File: src/sv/rmrm_ram.sv
// Generic single-write, single-read RAM with a registered read port.
`timescale 1ns / 1ps

module rmrm_ram #(
   parameter int WIDTH = 32,
   parameter int DEPTH = 16
) (
   input  logic                     clock,
   input  logic                     write_en,
   input  logic [$clog2(DEPTH)-1:0] write_addr,
   input  logic [WIDTH-1:0]         write_data,
   input  logic                     read_en,
   input  logic [$clog2(DEPTH)-1:0] read_addr,
   output logic [WIDTH-1:0]         read_data
);

   logic [WIDTH-1:0] mem_ff [DEPTH];
   logic [WIDTH-1:0] read_data_ff;

   always_ff @(posedge clock) begin
      if (write_en) begin
         mem_ff[write_addr] <= write_data;
      end
      if (read_en) begin
         read_data_ff <= mem_ff[read_addr];
      end
   end

   assign read_data = read_data_ff;

endmodule

File: config.mk
export PLATFORM = sky130hd
export DESIGN_NAME = rmrm_ram
export DESIGN_NICKNAME = d
export VERILOG_FILES = /design/src/sv/rmrm_ram.sv
export SDC_FILE = /design/constraint.sdc
export NUM_CORES = 1
export LEC_CHECK = 0
export ABC_AREA = 1
export BUFFER_PORTS_ARGS = -buffer_cell sky130_fd_sc_hd__buf_2
export CAP_MARGIN = 30
export CORE_MARGIN = 3
export CORE_UTILIZATION = 55
export CTS_BUF_LIST = sky130_fd_sc_hd__clkbuf_16
export CTS_CLUSTER_SIZE = 8
export DETAILED_ROUTE_END_ITERATION = 8
export PLACE_DENSITY = 0.72
export RECOVER_POWER = 25
export SYNTH_ARGS = -nofsm -noshare
export SYNTH_HDL_FRONTEND = slang
export SYNTH_SLANG_ARGS = --single-unit
export TNS_END_PERCENT = 10
File: constraint.sdc
create_clock -name clock -period 3.2 [get_ports clock]
set_input_delay 0.64 -clock clock [delete_from_list [all_inputs] [get_ports clock]]
set_output_delay 0.64 -clock clock [all_outputs]
set_load 0.02 [all_outputs]
After elaboration in Yosys (flattened, before gate mapping)
Memories as Yosys holds them, arrays and structs flattened. A register that Yosys moved wholly into a read port is not among the register bits.
Index checks and enable logic that the tools add are counted.
{"block": "totals", "ff_bits": 0, "ramBits": 512, "input_bits": 43, "out_inout_bits": 32, "word_cells": 3, "n_memories": 1}
{"name": "mem_ff", "words": 16, "word_bits": 32, "read_ports": 1, "rd_ports_with_merged_regs": 1, "wr": 1, "line_no": "17", "text": "logic [WIDTH-1:0] mem_ff [DEPTH];"}
{"block": "op_classes", "n_mux": 2}
{"operator": "2-to-1 mux 1 bit", "n": 2}

Logic depth before layout (Yosys ltp)
Gate-level depths: netlist (run 1).
{"block": "depth", "depth_word": 2, "depth_mapped": 10}

Worst setup path after synthesis (run 1)
OpenSTA, ideal clock, no wires.
{"block": "synth_timing", "path_kind": "input port to flip-flop", "start": "in write_addr[2]", "end": "mem mem_ff[10][0] (enable)", "setup_ps": 421, "arrival_ps": 2212, "slack_ps": 567, "path_stages": 2, "cell_sequence": "nand3b_1 -> nor2_1"}
{"item": "start: declaration", "line_no": "10", "text": "input logic [$clog2(DEPTH)-1:0] write_addr,"}
{"item": "end: declaration", "line_no": "17"}
Straight into the memory's write port.

Worst setup path in the final report (run 1)
{"block": "layout_timing", "start": "reg read_data_ff[7], in the netlist read_data[7], read port of mem_ff", "end": "out read_data[7]"}
{"item": "start: declaration", "line_no": "18", "text": "logic [WIDTH-1:0] read_data_ff;"}
{"item": "end: declaration", "line_no": "14", "text": "output logic [WIDTH-1:0] read_data"}
No word-level cell between the ends.

==> impl_metrics.json, run 1 <==
{
  "post_synth_num_cell_types": 14,
  "outcome": "finished, final reports clean",
  "root_buffer": "clkbuf_16",
  "r2r-end": "read_data[17]",
  "cp_num_buf_inv": 1,
  "die_width_um": 211,
  "ir_drop_mv": 0.432,
  "multiInputGateArea_mm2": 0.00467,
  "routedWlPerCell_um": 19.9,
  "cp.required_ns": 2.56,
  "drv_slew": 0,
  "setup_violations": 0,
  "crit_type": "register to primary output",
  "drcViolationCount": 0,
  "drt_iter0_drc": 1706,
  "grt_max_degree": 129,
  "reg2reg_from": "mem_ff[12][17]",
  "cts-hold-fix-buffers": 0,
  "postCtsSetupRepairBufs": 0,
  "antenna_cells": 0,
  "synth_area_leaders": "edfxtp_1 (71%), nand2_1 (11%), nand3_1 (8.4%)",
  "core_area_mm2": 0.0411,
  "tns_ns": 0,
  "grt_first_pass_wirelength_mm": 85.9,
  "crit_chain": "buf_2",
  "worst_r2r_path_depth": 6,
  "syn_area_mm2": 0.0231,
  "total_power_uw": 16100,
  "cts_buffers": 77,
  "end_kind": "primary output",
  "rsz0062_at_grt": "false",
  "syn_inst": 2120,
  "port_buffers": 74,
  "max_cap_viol_count": 0,
  "critical_path.max_stage_delay_ns": 0.43,
  "grt_remaining_overflow": 0,
  "rows": 74,
  "worstPathArrival_ns": 1.21,
  "ys_seq_elements": 544,
  "cts_resized": 0,
  "final_layout_size_suffix_gt1_share_pct": 8.77,
  "skew_ns": 0.0256,
  "worstHoldPathCells": 1,
  "ys_top_cells_by_count": "nand2_1 (677), edfxtp_1 (544), inv_1 (388)",
  "worst_hold_path_type": "primary input to register",
  "antenna_found_initial": 0,
  "cts.sinks": 544,
  "cts_htree_levels": 3,
  "cts_max_path_buffers": 3,
  "period_share_pct": 57.9,
  "insertion_delay_ns": 0.59,
  "maxSlewHeadroom_pct": 51.8,
  "synthesis.nets": 2163,
  "cts_tree": "done",
  "final_antenna_net_count": 0,
  "area_growth_pct": 12.6,
  "yosys.area.top_type": "edfxtp_1",
  "via_per_inst": 5.47,
  "drt_first_pass_iters": 6,
  "synth_edf_count": 544,
  "place.gp.congestion": 0.791,
  "ys_seq_area_share_pct": 70.9,
  "post-synth-top-count-cell": "nand2_1",
  "nNetsFinal": 2251,
  "die_area_mm2": 0.0444,
  "num_io_pins": 75,
  "cp-start-kind": "register",
  "hold_end": "mem_ff[5][14]",
  "grtUsageTotal_pct": 25.2,
  "n_fill_cell": 3156,
  "crit_fanout": 1,
  "vias": 15000,
  "die_y_um": 211,
  "initial_core_util_pct": 56.1,
  "finalHoldViolations": 0,
  "dpl.hpwl_mm": 29.0,
  "async_flop_share_pct": 0,
  "clkTransAtPathRegs_ns": 0.05,
  "regToRegSetupSlack_ns": 2.01,
  "synth_warnings": 0,
  "period_needed_ns": 1.85,
  "synthFlopType": "edfxtp_1",
  "min_from": "write_data[14]",
  "p_leak_uw": 0.0110,
  "cpMaxStageDelayCell": "edfxtp_1",
  "wirelength_mm": 54.6,
  "grt_pass1_vias": 15300,
  "max_freq_mhz": 539,
  "synth_top_area_share_pct": 70.9,
  "seq_area_mm2": 0.0163,
  "cp_top_family": "flip-flops",
  "p_per_area_mw_per_mm2": 621,
  "worstMarginPinSlew_ns": 0.723,
  "postSynthAreaPerCell_um2": 10.9
}
==> power by group <==
group	internal, uW	total, uW	switching [uW]
logic	250	941	691
clock network	4320	7080	2760
registers	8050	8100	49.9
==> worst max path at each step <==
| stage | start | endpoint | slack (ns) | depth (start not counted) |
|---|---|---|---|---|
| floorplan | write_addr[2] | mem_ff[10][0] | 0.57 | 2 |
| global placement | write_addr[2] | mem_ff[9][30] | 0.79 | 4 |
| detailed placement | write_addr[2] | mem_ff[9][29] | 0.76 | 4 |
| CTS | read_data[31] | read_data[31] | 1.30 | 1 |
| global route | write_addr[2] | mem_ff[9][3] | 1.27 | 4 |
| finish | read_data[7] | read_data[7] | 1.35 | 1 |
==> cell families (layout without fill, tap and decap cells) <==
family	count (synthesis)	count (layout)	synth area share, %
simple gates	1081	1081	19.7
flops	544	544	70.9
buf+inv	495	587	9.41
==> final cells by class <==
type | instances | area share [%]
multi-input combinational | 1081 | 18.0
tap | 532 | 2.56
clock inverter | 4 | 0.193
clock buffer | 79 | 7.62
sequential | 544 | 62.9
timing repair buffer | 114 | 3.05
inverter | 390 | 5.67
==> state kept, by name, summed over array words and instances (netlist names) <==
| signal | flops |
|---|---|
| read_data | 32 |
| mem_ff | 512 |
==> worst reg2reg max path, stage by stage, from the launching register on <==
cell      delay, ns
edfxtp_1       0.41
inv_1          0.07
nand2_1        0.05
nand3_1        0.07
nand3_1        0.10
nand3_1        0.10
nand2_1        0.10
==> routing by layer <==
metal	track usage (%)	vias to the layer above	part of all wire [%]
li1	-	7022	-
met1	32.6	7162	39
met2	42.6	681	49
met5	0	-	0
met4	11.2	0	3.8
met3	4.10	135	7.8
==> stage by stage <==
step | util [%] | cells | hold slack (ns) | setup WS [ns] | area [um2]
6_report | 63.1 | 2744 | 0.448 | 1.35 | 26000
5_1_grt | 63.1 | 2744 | 0.464 | 1.27 | 26000
4_1_cts | 63.2 | 2744 | 0.423 | 1.30 | 26000
3_5_place_dp | 58.3 | 2661 | 0.713 | 0.759 | 24000
3_3_place_gp | 58.3 | 2661 | 0.710 | 0.793 | 24000
2_1_floorplan | - | 2120 | 0.683 | 0.567 | 23100
==> placed cells by master, fill, tap and decap left out <==
cell         n
clkbuf_8     1
edfxtp_1   544
clkinv_1     1
nor2_1       1
inv_4        1
nand3b_1     2
buf_4       30
inv_2        1
clkinv_8     2
nor2_4      16
inv_6        3
clkbuf_1    22
buf_12      11
inv_1      386
nand2_1    677
nand3_1    385
clkbuf_16   79
buf_2       50
No activity file was read; power rests on OpenSTA's default activity.
==> run 2, diff against run 1 <==
--- a/config.mk
+++ b/config.mk
@@ -13,7 +13,7 @@
 export CTS_BUF_LIST = sky130_fd_sc_hd__clkbuf_16
 export CTS_CLUSTER_SIZE = 8
 export DETAILED_ROUTE_END_ITERATION = 8
-export PLACE_DENSITY = 0.72
+export PLACE_DENSITY = 0.75
 export RECOVER_POWER = 25
 export SYNTH_ARGS = -nofsm -noshare
 export SYNTH_HDL_FRONTEND = slang
==> constraint.sdc (replaced) <==
create_clock -name clock -period 1.7 [get_ports clock]
set_input_delay 0.34 -clock clock [delete_from_list [all_inputs] [get_ports clock]]
set_output_delay 0.34 -clock clock [all_outputs]
set_load 0.02 [all_outputs]
==> impl_metrics.json, run 2 (same netlist as run 1, synthesis figures left out) <==
{
  "grt_remaining_overflow": 0,
  "cp.required_ns": 1.36,
  "tns_ns": 0,
  "root_buffer": "clkbuf_16",
  "rsz0062_at_grt": "false",
  "finalInstanceArea_mm2": 0.0267,
  "layout_commonest_cell": "nand2_1",
  "cp_top_family": "flip-flops",
  "period_share_pct": 93.5,
  "worstPathArrival_ns": 1.25,
  "final_antenna_net_count": 0,
  "initial_core_util_pct": 56.1,
  "setup_violations": 0,
  "largest_register_ffs": 512,
  "drt_first_pass_iters": 7,
  "layout_common_cells": "nand2_1 (677), edfxtp_1 (544), inv_1 (387)",
  "top_register": "mem_ff",
  "max_cap_viol_count": 0,
  "drt_iter0_drc": 1584,
  "r2r-end": "read_data[3]",
  "place_area_mm2": 0.0246,
  "cts-hold-fix-buffers": 0,
  "die_width_um": 211,
  "worst_hold_path_type": "primary input to register",
  "end_kind": "primary output",
  "grtUsageTotal_pct": 25.1,
  "cpMaxStageDelayCell": "edfxtp_1",
  "routedWlPerCell_um": 19.9,
  "cp_num_buf_inv": 1,
  "cts_max_path_buffers": 3,
  "final_layout_size_suffix_gt1_share_pct": 10.2,
  "rows": 74,
  "worst_r2r_path_depth": 6,
  "die_area_mm2": 0.0444,
  "grt_max_degree": 83,
  "crit_fanout": 1,
  "vias": 15300,
  "worstHoldPathCells": 1,
  "holdWs_ns": 0.156,
  "num_io_pins": 75,
  "cts.sinks": 544,
  "core_area_mm2": 0.0411,
  "hold_end": "mem_ff[10][0]",
  "via_per_inst": 5.52,
  "drcViolationCount": 0,
  "port_buffers": 74,
  "postCtsSetupRepairBufs": 0,
  "die_y_um": 211,
  "cts_buffers": 77,
  "period_needed_ns": 1.59,
  "wirelength_mm": 55.2,
  "worstMarginPinSlew_ns": 0.669,
  "crit_type": "register to primary output",
  "max_freq_mhz": 629,
  "grt_first_pass_wirelength_mm": 85.4,
  "p_per_area_mw_per_mm2": 1140,
  "cts_resized": 0,
  "cts_htree_levels": 3,
  "regToRegSetupSlack_ns": 0.57,
  "grt_pass1_vias": 15600,
  "skew_ns": 0.0125,
  "nNetsFinal": 2283,
  "maxSlewHeadroom_pct": 55.4,
  "cts_tree": "done",
  "cp-start-kind": "register",
  "antenna_found_initial": 0,
  "clkTransAtPathRegs_ns": 0.05,
  "crit_chain": "buf_2",
  "dpl.hpwl_mm": 31.0,
  "insertion_delay_ns": 0.58,
  "place.gp.congestion": 0.820,
  "min_from": "write_data[0]",
  "critical_path.max_stage_delay_ns": 0.45,
  "finalHoldViolations": 0,
  "area_growth_pct": 15.7,
  "p_leak_uw": 0.0113,
  "outcome": "finished, final reports clean",
  "ir_drop_mv": 0.974,
  "reg2reg_from": "mem_ff[0][3]",
  "drv_slew": 0
}
-- run 2: area by class of cell --
cell class | count | area, um2
clock inverters | 4 | 42.5
flip-flops and latches | 544 | 16300
diodes | 2 | 5.00
fillers | 2957 | 14500
well taps | 532 | 666
multi-input cells | 1081 | 4670
inverters | 390 | 1470
repair buffers | 146 | 1470
clock buffers | 80 | 2000
-- run 2: power by group --
part           switching (uW)  leakage [uW]  internal (uW)
combinational            1320       0.00533            563
clock                    5120       0.00101           8210
sequential               93.7       0.00494          15200
-- run 2: stage by stage --
stage | power [uW] | setup slack, ns | util (%) | cells
floorplan | 16600 | -0.173 | - | 2120
global placement | 17300 | 0.0384 | 59.9 | 2693
detailed placement | 17400 | 0.0324 | 59.9 | 2693
CTS | 30600 | 0.0864 | 64.9 | 2777
global route | 31400 | 0.0982 | 64.8 | 2777
finish | 30500 | 0.111 | 64.8 | 2779
-- run 2: worst max-delay path by stage --
| stage | startpoint | to | slack, ns | depth (start not counted) |
|---|---|---|---|---|
| after CTS | read_data[31] | read_data[31] | 0.09 | 1 |
| after global routing | read_data[31] | read_data[31] | 0.1 | 1 |
| final | read_data[31] | read_data[31] | 0.11 | 1 |
| after floorplan | write_addr[2] | mem_ff[10][0] | -0.17 | 2 |
| after detailed placement | read_addr[0] | read_data[26] | 0.03 | 8 |
| after global placement | read_addr[0] | read_data[26] | 0.04 | 8 |
-- run 2: layer usage --
metal  up-vias  GRT usage [%]  share of wire [%]
li1       7074              -                  -
met1      7378           32.9                 39
met2       734           42.8                 50
met3       143           3.94                8.3
met4         0           9.70                2.9
met5         -              0                  0
-- run 2: worst register-to-register path, cell delays in order (launching register included) --
cell,delay (ns)
edfxtp_1,0.38
inv_1,0.08
nand2_1,0.06
nand3_1,0.08
nand3_1,0.09
nand3_1,0.11
nand2_1,0.08
