--- config.mk ---
export PLATFORM = sky130hd
export DESIGN_NAME = rmrm_mac
export DESIGN_NICKNAME = d
export VERILOG_FILES = /design/src/sv/rmrm_pkg.sv /design/src/sv/rmrm_mac.sv
export SDC_FILE = /design/constraint.sdc
export NUM_CORES = 1
export LEC_CHECK = 0
export BUFFER_PORTS_ARGS = -buffer_cell sky130_fd_sc_hd__buf_2
export CAP_MARGIN = 20
export CORE_UTILIZATION = 38
export CTS_CLUSTER_SIZE = 10
export DETAILED_ROUTE_END_ITERATION = 10
export PLACE_DENSITY = 0.54
export REMOVE_ABC_BUFFERS = 1
export SYNTH_ARGS = -nofsm -noshare
export SYNTH_HDL_FRONTEND = slang
export SYNTH_SLANG_ARGS = --single-unit
--- constraint.sdc ---
create_clock -name clock -period 17 [get_ports clock]
set_input_delay 2.55 -clock clock [delete_from_list [all_inputs] [get_ports clock]]
set_output_delay 2.55 -clock clock [all_outputs]
set_load 0.1 [all_outputs]
--- src/sv/rmrm_pkg.sv ---
// Shared types and constants for the resampling music ring mixer.
`timescale 1ns / 1ps

package rmrm_pkg;

   localparam int RING_DEPTH_DEFAULT = 16384;

   localparam int SAMPLE_W  = 16;
   localparam int FRAME_W   = 2 * SAMPLE_W;
   localparam int STEP_W    = 20;
   localparam int VOLUME_W  = 16;
   localparam int PHASE_W   = 21;
   localparam int COUNT_W   = 5;
   localparam int OPCODE_W  = 2;
   localparam int CSR_IDX_W = 2;
   localparam int CSR_DAT_W = 20;

   localparam logic [PHASE_W-1:0]  ONE_Q16    = PHASE_W'(65536);
   localparam logic [STEP_W-1:0]   STEP_MIN   = STEP_W'(4096);
   localparam logic [VOLUME_W-1:0] VOL_UNITY  = VOLUME_W'(32768);
   localparam logic [COUNT_W-1:0]  MAX_WRITES = COUNT_W'(16);

   localparam logic [STEP_W-1:0]   STEP_RESET   = STEP_W'(65536);
   localparam logic [VOLUME_W-1:0] VOLUME_RESET = VOLUME_W'(32768);

   localparam logic signed [SAMPLE_W-1:0] SAT_MAX = 16'sd32767;
   localparam logic signed [SAMPLE_W-1:0] SAT_MIN = -16'sd32768;

   typedef enum logic [OPCODE_W-1:0] {
      OP_PUSH  = 2'd0,
      OP_MIX   = 2'd1,
      OP_CLEAR = 2'd2,
      OP_NONE  = 2'd3
   } opcode_type;

   typedef enum logic [CSR_IDX_W-1:0] {
      CSR_STEP   = 2'd0,
      CSR_VOLUME = 2'd1,
      CSR_ENABLE = 2'd2,
      CSR_SPARE  = 2'd3
   } csr_index_type;

   // Control from the sequencer to the shared scale-and-add unit.
   typedef struct packed {
      logic mul_en;   // load the product register this cycle
      logic side;     // 0 works on the left channel, 1 on the right
   } mac_ctrl_type;

endpackage

--- src/sv/rmrm_mac.sv ---
// Shared scale-and-add unit: one multiplier, then truncating rescale and saturation.
`timescale 1ns / 1ps

module rmrm_mac (
   input  logic                                  clock,
   input  rmrm_pkg::mac_ctrl_type                ctrl,
   input  logic [rmrm_pkg::FRAME_W-1:0]          music_word,
   input  logic [rmrm_pkg::VOLUME_W-1:0]         volume,
   input  logic signed [rmrm_pkg::SAMPLE_W-1:0]  effect_left,
   input  logic signed [rmrm_pkg::SAMPLE_W-1:0]  effect_right,
   output logic signed [rmrm_pkg::SAMPLE_W-1:0]  result
);

   logic [rmrm_pkg::VOLUME_W-1:0]        gain;
   logic signed [rmrm_pkg::SAMPLE_W-1:0] music;
   logic signed [rmrm_pkg::SAMPLE_W-1:0] effect;
   logic signed [31:0]                   product;
   logic signed [31:0]                   prod_ff;
   logic signed [31:0]                   biased;
   logic signed [16:0]                   scaled;
   logic signed [17:0]                   sum;

   assign gain   = (volume > rmrm_pkg::VOL_UNITY) ? rmrm_pkg::VOL_UNITY : volume;
   assign music  = ctrl.side ? music_word[31:16] : music_word[15:0];
   assign effect = ctrl.side ? effect_right : effect_left;

   // A 16-bit sample times a gain of at most 2^15 always fits in 32 signed bits.
   assign product = 32'(music) * 32'($signed({1'b0, gain}));

   always_ff @(posedge clock) begin
      if (ctrl.mul_en) begin
         prod_ff <= product;
      end
   end

   // Adding 2^15-1 before the arithmetic shift makes negative products round toward zero.
   assign biased = prod_ff + (prod_ff[31] ? 32'sd32767 : 32'sd0);
   assign scaled = biased[31:15];
   assign sum    = 18'(effect) + 18'(scaled);

   always_comb begin
      if (sum > 18'(rmrm_pkg::SAT_MAX)) begin
         result = rmrm_pkg::SAT_MAX;
      end else if (sum < 18'(rmrm_pkg::SAT_MIN)) begin
         result = rmrm_pkg::SAT_MIN;
      end else begin
         result = sum[15:0];
      end
   end

endmodule
# [Yosys cells after proc, flatten, opt, wreduce, memory -nomap -nowiden]
# Cells that the tools add are included.
[classes] add_sub_neg=2 n_mul=1 n_lt_le_gt_ge=3 mux=6
[ops] op="$mux 16" count=5
[ops] op="$add 32x16->32" count=1
[ops] op="$mul 16x17->32" count=1
[ops] op="$add 16x17->18" count=1
[ops] op="$gt 18x16->1 const B" count=1
[ops] op="$lt 18x16->1 const B" count=1
[ops] op="$gt 16x16->1 const B" count=1
[ops] op="$mux 15" count=1
[word_totals] reg_bits=32 input_bits=83 wordCells=13

# [Depth between registers and ports, before layout]
[logic_depth] word_depth=6 depth_mapped=26 depth_no_buf=24

# [Worst setup path before layout]
# OpenSTA, ideal clock, no wires.
[synth_timing] path_type="input to output" start="input port ctrl[0] (netlist name)" end="output port result[2] (netlist name)" arrival_time_ns=7.699 path_slack_ns=6.751 path_stages=13 path_buffers=4 path_cell_list="clkbuf_1 clkbuf_1 clkbuf_1 mux2_2 ha_1 buf_2 a21o_1 a211o_1 o22ai_1 o211ai_1 xnor2_1 a21oi_2 o21ai_0"
[synth_via] elab_chain_len=5
[synth_rtl] item="start: declaration" line="rmrm_mac.sv:6" text="input rmrm_pkg::mac_ctrl_type ctrl,"
[synth_rtl] item="$mux 16 *" line="rmrm_mac.sv:25" text="assign effect = ctrl.side ? effect_right : effect_left;"
[synth_rtl] item="$add 16x17->18 *" line="rmrm_mac.sv:39" text="assign sum = 18'(effect) + 18'(scaled);"
[synth_rtl] item="$lt 18x16->1" line="rmrm_mac.sv:44" text="end else if (sum < 18'(rmrm_pkg::SAT_MIN)) begin"
[synth_rtl] item="$mux 16" line="rmrm_mac.sv:44"
[synth_rtl] item="$mux 16 *" line="rmrm_mac.sv:42" text="if (sum > 18'(rmrm_pkg::SAT_MAX)) begin"
[synth_rtl] item="end: declaration" line="rmrm_mac.sv:11" text="output logic signed [rmrm_pkg::SAMPLE_W-1:0] result"
# Mark *: on every way between the ends. The rest lies on a longest branch, timed or not.

# [Worst setup path after layout]
[layout_timing] start="input port volume[6] (netlist name)" end="register prod_ff[29], data pin"
[layout_via] elab_chain_len=3
[layout_rtl] item="start: declaration" line="rmrm_mac.sv:8" text="input logic [rmrm_pkg::VOLUME_W-1:0] volume,"
[layout_rtl] item="$gt 16x16->1" line="rmrm_mac.sv:23" text="assign gain = (volume > rmrm_pkg::VOL_UNITY) ? rmrm_pkg::VOL_UNITY : volume;"
[layout_rtl] item="$mux 16 *" line="rmrm_mac.sv:23"
[layout_rtl] item="$mul 16x17->32 *" line="rmrm_mac.sv:28" text="assign product = 32'(music) * 32'($signed({1'b0, gain}));"
[layout_rtl] item="named net product[29]" line="rmrm_mac.sv:17" text="logic signed [31:0] product;"
[layout_rtl] item="end signal: assignment" line="rmrm_mac.sv:32" text="prod_ff <= product;"
[layout_rtl] item="end: declaration" line="rmrm_mac.sv:18" text="logic signed [31:0] prod_ff;"
# Mark *: on every way through the listed nets, which the timed path passes. The rest lies on a longest branch.
# A chain may end at the register's enable or synchronous reset.

==> results.sh <==
export IMPL_cts_sink_count=32
export IMPL_synth_edff_count=32
export IMPL_clkSlewWorstSetupHoldPaths_ns=0.05
export IMPL_post_cts_setup_buffer_count=0
export IMPL_rsz0062_at_grt="no"
export IMPL_yosysWarningCount=0
export IMPL_final_max_slew_viol_count=0
export IMPL_final_min_clock_period_ns=9.468
export IMPL_worstMarginPinSlew_ns=1.079
export IMPL_proportion_of_power_drawn_by_the_clock_network_pct=3.5
export IMPL_htreeDepth=2
export IMPL_place_hpwl_mm=26.54
export IMPL_critPathMaxFanout=19
export IMPL_dieHeight_um=177.7
export IMPL_max_cap_violations=0
export IMPL_startpoint_type="primary input"
export IMPL_worst_ir_drop_vdd_uv=209.1
export IMPL_port_buffer_count=98
export IMPL_drt_pass1_iterations=5
export IMPL_max_slew_margin_rel_pct=26.03
export IMPL_grt_pass1_vias=9315
export IMPL_cts_hold_buffers=0
export IMPL_drt_wirelength_mm=31.13
export IMPL_layout_commonest_cell="sky130_fd_sc_hd__inv_1"
export IMPL_clk_root_buffer_cell="sky130_fd_sc_hd__clkbuf_16"
export IMPL_largest_register="prod_ff"
export IMPL_number_of_flip_flops_under_the_largest_register_name=32
export IMPL_grt_usage_pct=20.37
export IMPL_power_frac_comb_pct=87.9
export IMPL_most_common_layout_cells="254 x sky130_fd_sc_hd__inv_1, 195 x sky130_fd_sc_hd__fa_1, 167 x sky130_fd_sc_hd__nand2_1"
export IMPL_synth_sequential_area_ratio_pct=8.190
export IMPL_grt_overflow_total=0
export IMPL_setup_violations=0
export IMPL_wl_per_cell_um=17.21
export IMPL_syn_mean_instance_area_um2=8.678
export IMPL_worst_endpoint_arrival_ns=9.48
export IMPL_multi_input_area_um2=9600
export IMPL_tns_ns=0
export IMPL_drt_iter0_drc=474
export IMPL_antenna_found_initial=0
export IMPL_ctsResizeCount=0
export IMPL_finalHoldViolations=0
export IMPL_design_die_area_um2=31580
export IMPL_maximum_clock_frequency_mhz=105.6
export IMPL_start_util_pct=39.07
export IMPL_tritoncts_clock_tree="done"
export IMPL_netSwitchingPower_mw=1.428
export IMPL_reg_top3="prod_ff: 32 flops"
export IMPL_fin_nets=1844
export IMPL_leak_pwr_nw=6.483
export IMPL_maximum_number_of_pins_on_one_net_before_global_route_repair=44
export IMPL_post_route_drc_count=0
export IMPL_ant_nets=0
export IMPL_share_of_final_layout_standard_cells_stronger_than_drive_strength_1_pct=10.99
export IMPL_vias=9345
export IMPL_post_layout_nonfiller_instances=1809
export IMPL_max_clock_path_buffers=2
export IMPL_die_x_um=177.7
export IMPL_antenna_diode_count=0
export IMPL_io_pins=99
export IMPL_avgViaCountPerCell=5.166
export IMPL_areaGrowthSynthToFinish_pct=8.318
export IMPL_floorplan_rows=63
export IMPL_p_int_mw=0.9718
export IMPL_globalplace_congestion=0.9105
export IMPL_synth_main_ff_cell="sky130_fd_sc_hd__edfxtp_1"
export IMPL_synthesis_instances=1352
export IMPL_worst_ep_required_time_ns=17.01
export IMPL_final_fill_count=3024
export IMPL_seq_area_um2=960.9
export IMPL_period_share_pct=55.69
export IMPL_syn_area_um2=11730
export IMPL_grt_pass1_wl_mm=49.21
export IMPL_synthDistinctLibCells=63
export IMPL_timing_worst_setup_path_type="primary input to flip-flop"
export IMPL_p_sw_share_pct=59.50
export IMPL_core_area_um2=30030
export IMPL_placed_cells_incl_taps=1801
export IMPL_seq_power_share_pct=8.6
export IMPL_power_per_cell_area_nw_per_um2=188.8
export IMPL_synth_async_reset_ratio_pct=0
export IMPL_crit_path_end_kind="flip-flop"
export IMPL_cts_made_buffers=5
export IMPL_status="completed"
export IMPL_hold_path_class="primary input to flip-flop"
export IMPL_ys_ff_latch=32
[logic make-up after synthesis]
family | after synthesis | share of synthesized area, %
AO/OA/AOI/OAI | 161 | 8.916
XOR/XNOR | 59 | 4.404
adder cells (fa/ha/maj) | 343 | 49.06
buffers and inverters | 304 | 9.982
flip-flops | 32 | 8.190
multiplexers | 45 | 4.138
AND/OR/NAND/NOR | 408 | 15.31
[stage by stage]
| stage | hold slack [ns] | util (%) | power, mW | setup slack [ns] | area [um2] |
|---|---|---|---|---|---|
| 2_1_floorplan | 2.663 | - | 1.884 | 7.790 | 11520 |
| 3_3_place_gp | 3.194 | 41.86 | 2.309 | 7.356 | 12570 |
| 3_5_place_dp | 3.186 | 41.86 | 2.317 | 7.259 | 12570 |
| 4_1_cts | 2.900 | 42.32 | 2.414 | 7.527 | 12710 |
| 5_1_grt | 2.920 | 42.32 | 2.640 | 7.119 | 12710 |
| 6_report | 2.885 | 42.32 | 2.399 | 7.532 | 12710 |
[power groups by stage]
stage | sequential [mW] | combinational [mW] | clock [mW]
CTS | 0.208 | 2.12 | 0.0847
detailed placement | 0.209 | 2.11 | 0
finish | 0.207 | 2.11 | 0.0830
floorplan | 0.201 | 1.68 | 0
global placement | 0.208 | 2.10 | 0
global route | 0.212 | 2.34 | 0.0878
[Yosys cell counts, types with 4 or more instances]
library cell / number / share of area (%)
sky130_fd_sc_hd__xnor2_1: 41 / 3.1
sky130_fd_sc_hd__a21o_1: 22 / 1.4
sky130_fd_sc_hd__inv_1: 254 / 8.1
sky130_fd_sc_hd__buf_1: 5 / 0.16
sky130_fd_sc_hd__nand2b_1: 13 / 0.69
sky130_fd_sc_hd__and2_1: 10 / 0.53
sky130_fd_sc_hd__edfxtp_1: 32 / 8.2
sky130_fd_sc_hd__nor2b_1: 16 / 0.85
sky130_fd_sc_hd__nand4_1: 9 / 0.48
sky130_fd_sc_hd__nor2_1: 136 / 4.4
sky130_fd_sc_hd__clkbuf_1: 36 / 1.2
sky130_fd_sc_hd__a211oi_1: 4 / 0.26
sky130_fd_sc_hd__nand2_1: 167 / 5.3
sky130_fd_sc_hd__mux2_2: 28 / 2.7
sky130_fd_sc_hd__o211ai_1: 8 / 0.51
sky130_fd_sc_hd__a21oi_1: 55 / 2.3
sky130_fd_sc_hd__nor4_1: 4 / 0.21
sky130_fd_sc_hd__nor3_1: 5 / 0.21
sky130_fd_sc_hd__ha_1: 148 / 16
sky130_fd_sc_hd__nand3_1: 23 / 0.98
sky130_fd_sc_hd__o21ai_0: 25 / 1.1
sky130_fd_sc_hd__a311oi_1: 4 / 0.30
sky130_fd_sc_hd__o21a_1: 7 / 0.45
sky130_fd_sc_hd__o21ai_1: 7 / 0.30
sky130_fd_sc_hd__and3_1: 10 / 0.53
sky130_fd_sc_hd__mux2i_1: 17 / 1.5
sky130_fd_sc_hd__o21bai_1: 6 / 0.38
sky130_fd_sc_hd__xor2_1: 18 / 1.3
sky130_fd_sc_hd__fa_1: 195 / 33
[per-layer routing]
metal	track usage, %	part of all wire (%)	vias up
met4	5.520	2.6	0
li1	-	-	4419
met5	0	0	-
met3	1.692	5.1	41
met2	34.00	47	255
met1	28.24	45	4630
[critical path: stages]
cell,delay (ns)
sky130_fd_sc_hd__buf_2,0.12
sky130_fd_sc_hd__nor4_1,0.56
sky130_fd_sc_hd__nand4_1,0.16
sky130_fd_sc_hd__nand2_1,0.48
sky130_fd_sc_hd__and2_1,0.48
sky130_fd_sc_hd__nand2_1,0.14
sky130_fd_sc_hd__fa_1,0.55
sky130_fd_sc_hd__inv_1,0.06
sky130_fd_sc_hd__fa_1,0.48
sky130_fd_sc_hd__fa_1,0.58
sky130_fd_sc_hd__fa_1,0.44
sky130_fd_sc_hd__fa_1,0.50
sky130_fd_sc_hd__inv_1,0.05
sky130_fd_sc_hd__fa_1,0.47
sky130_fd_sc_hd__inv_1,0.04
sky130_fd_sc_hd__ha_1,0.37
sky130_fd_sc_hd__o21a_1,0.22
sky130_fd_sc_hd__o211ai_1,0.15
sky130_fd_sc_hd__nand2_1,0.09
sky130_fd_sc_hd__a311oi_1,0.43
sky130_fd_sc_hd__o41ai_1,0.17
sky130_fd_sc_hd__o31ai_1,0.26
sky130_fd_sc_hd__xnor2_1,0.13
[path summary, 6_finish.rpt]
check	start	endpoint	depth (start not counted)
max	volume[6]	prod_ff[29]	23
min	ctrl[1]	prod_ff[6]	1
[area by class of cell]
class                   instances  area share, %
multi-input cells            1016          75.54
inverters                     255          7.532
well taps                     390          3.840
clock inverters                 1        0.02954
repair buffers                108          4.450
clock buffers                   7          1.044
flip-flops and latches         32          7.561
No activity file was read; power rests on OpenSTA's default activity.
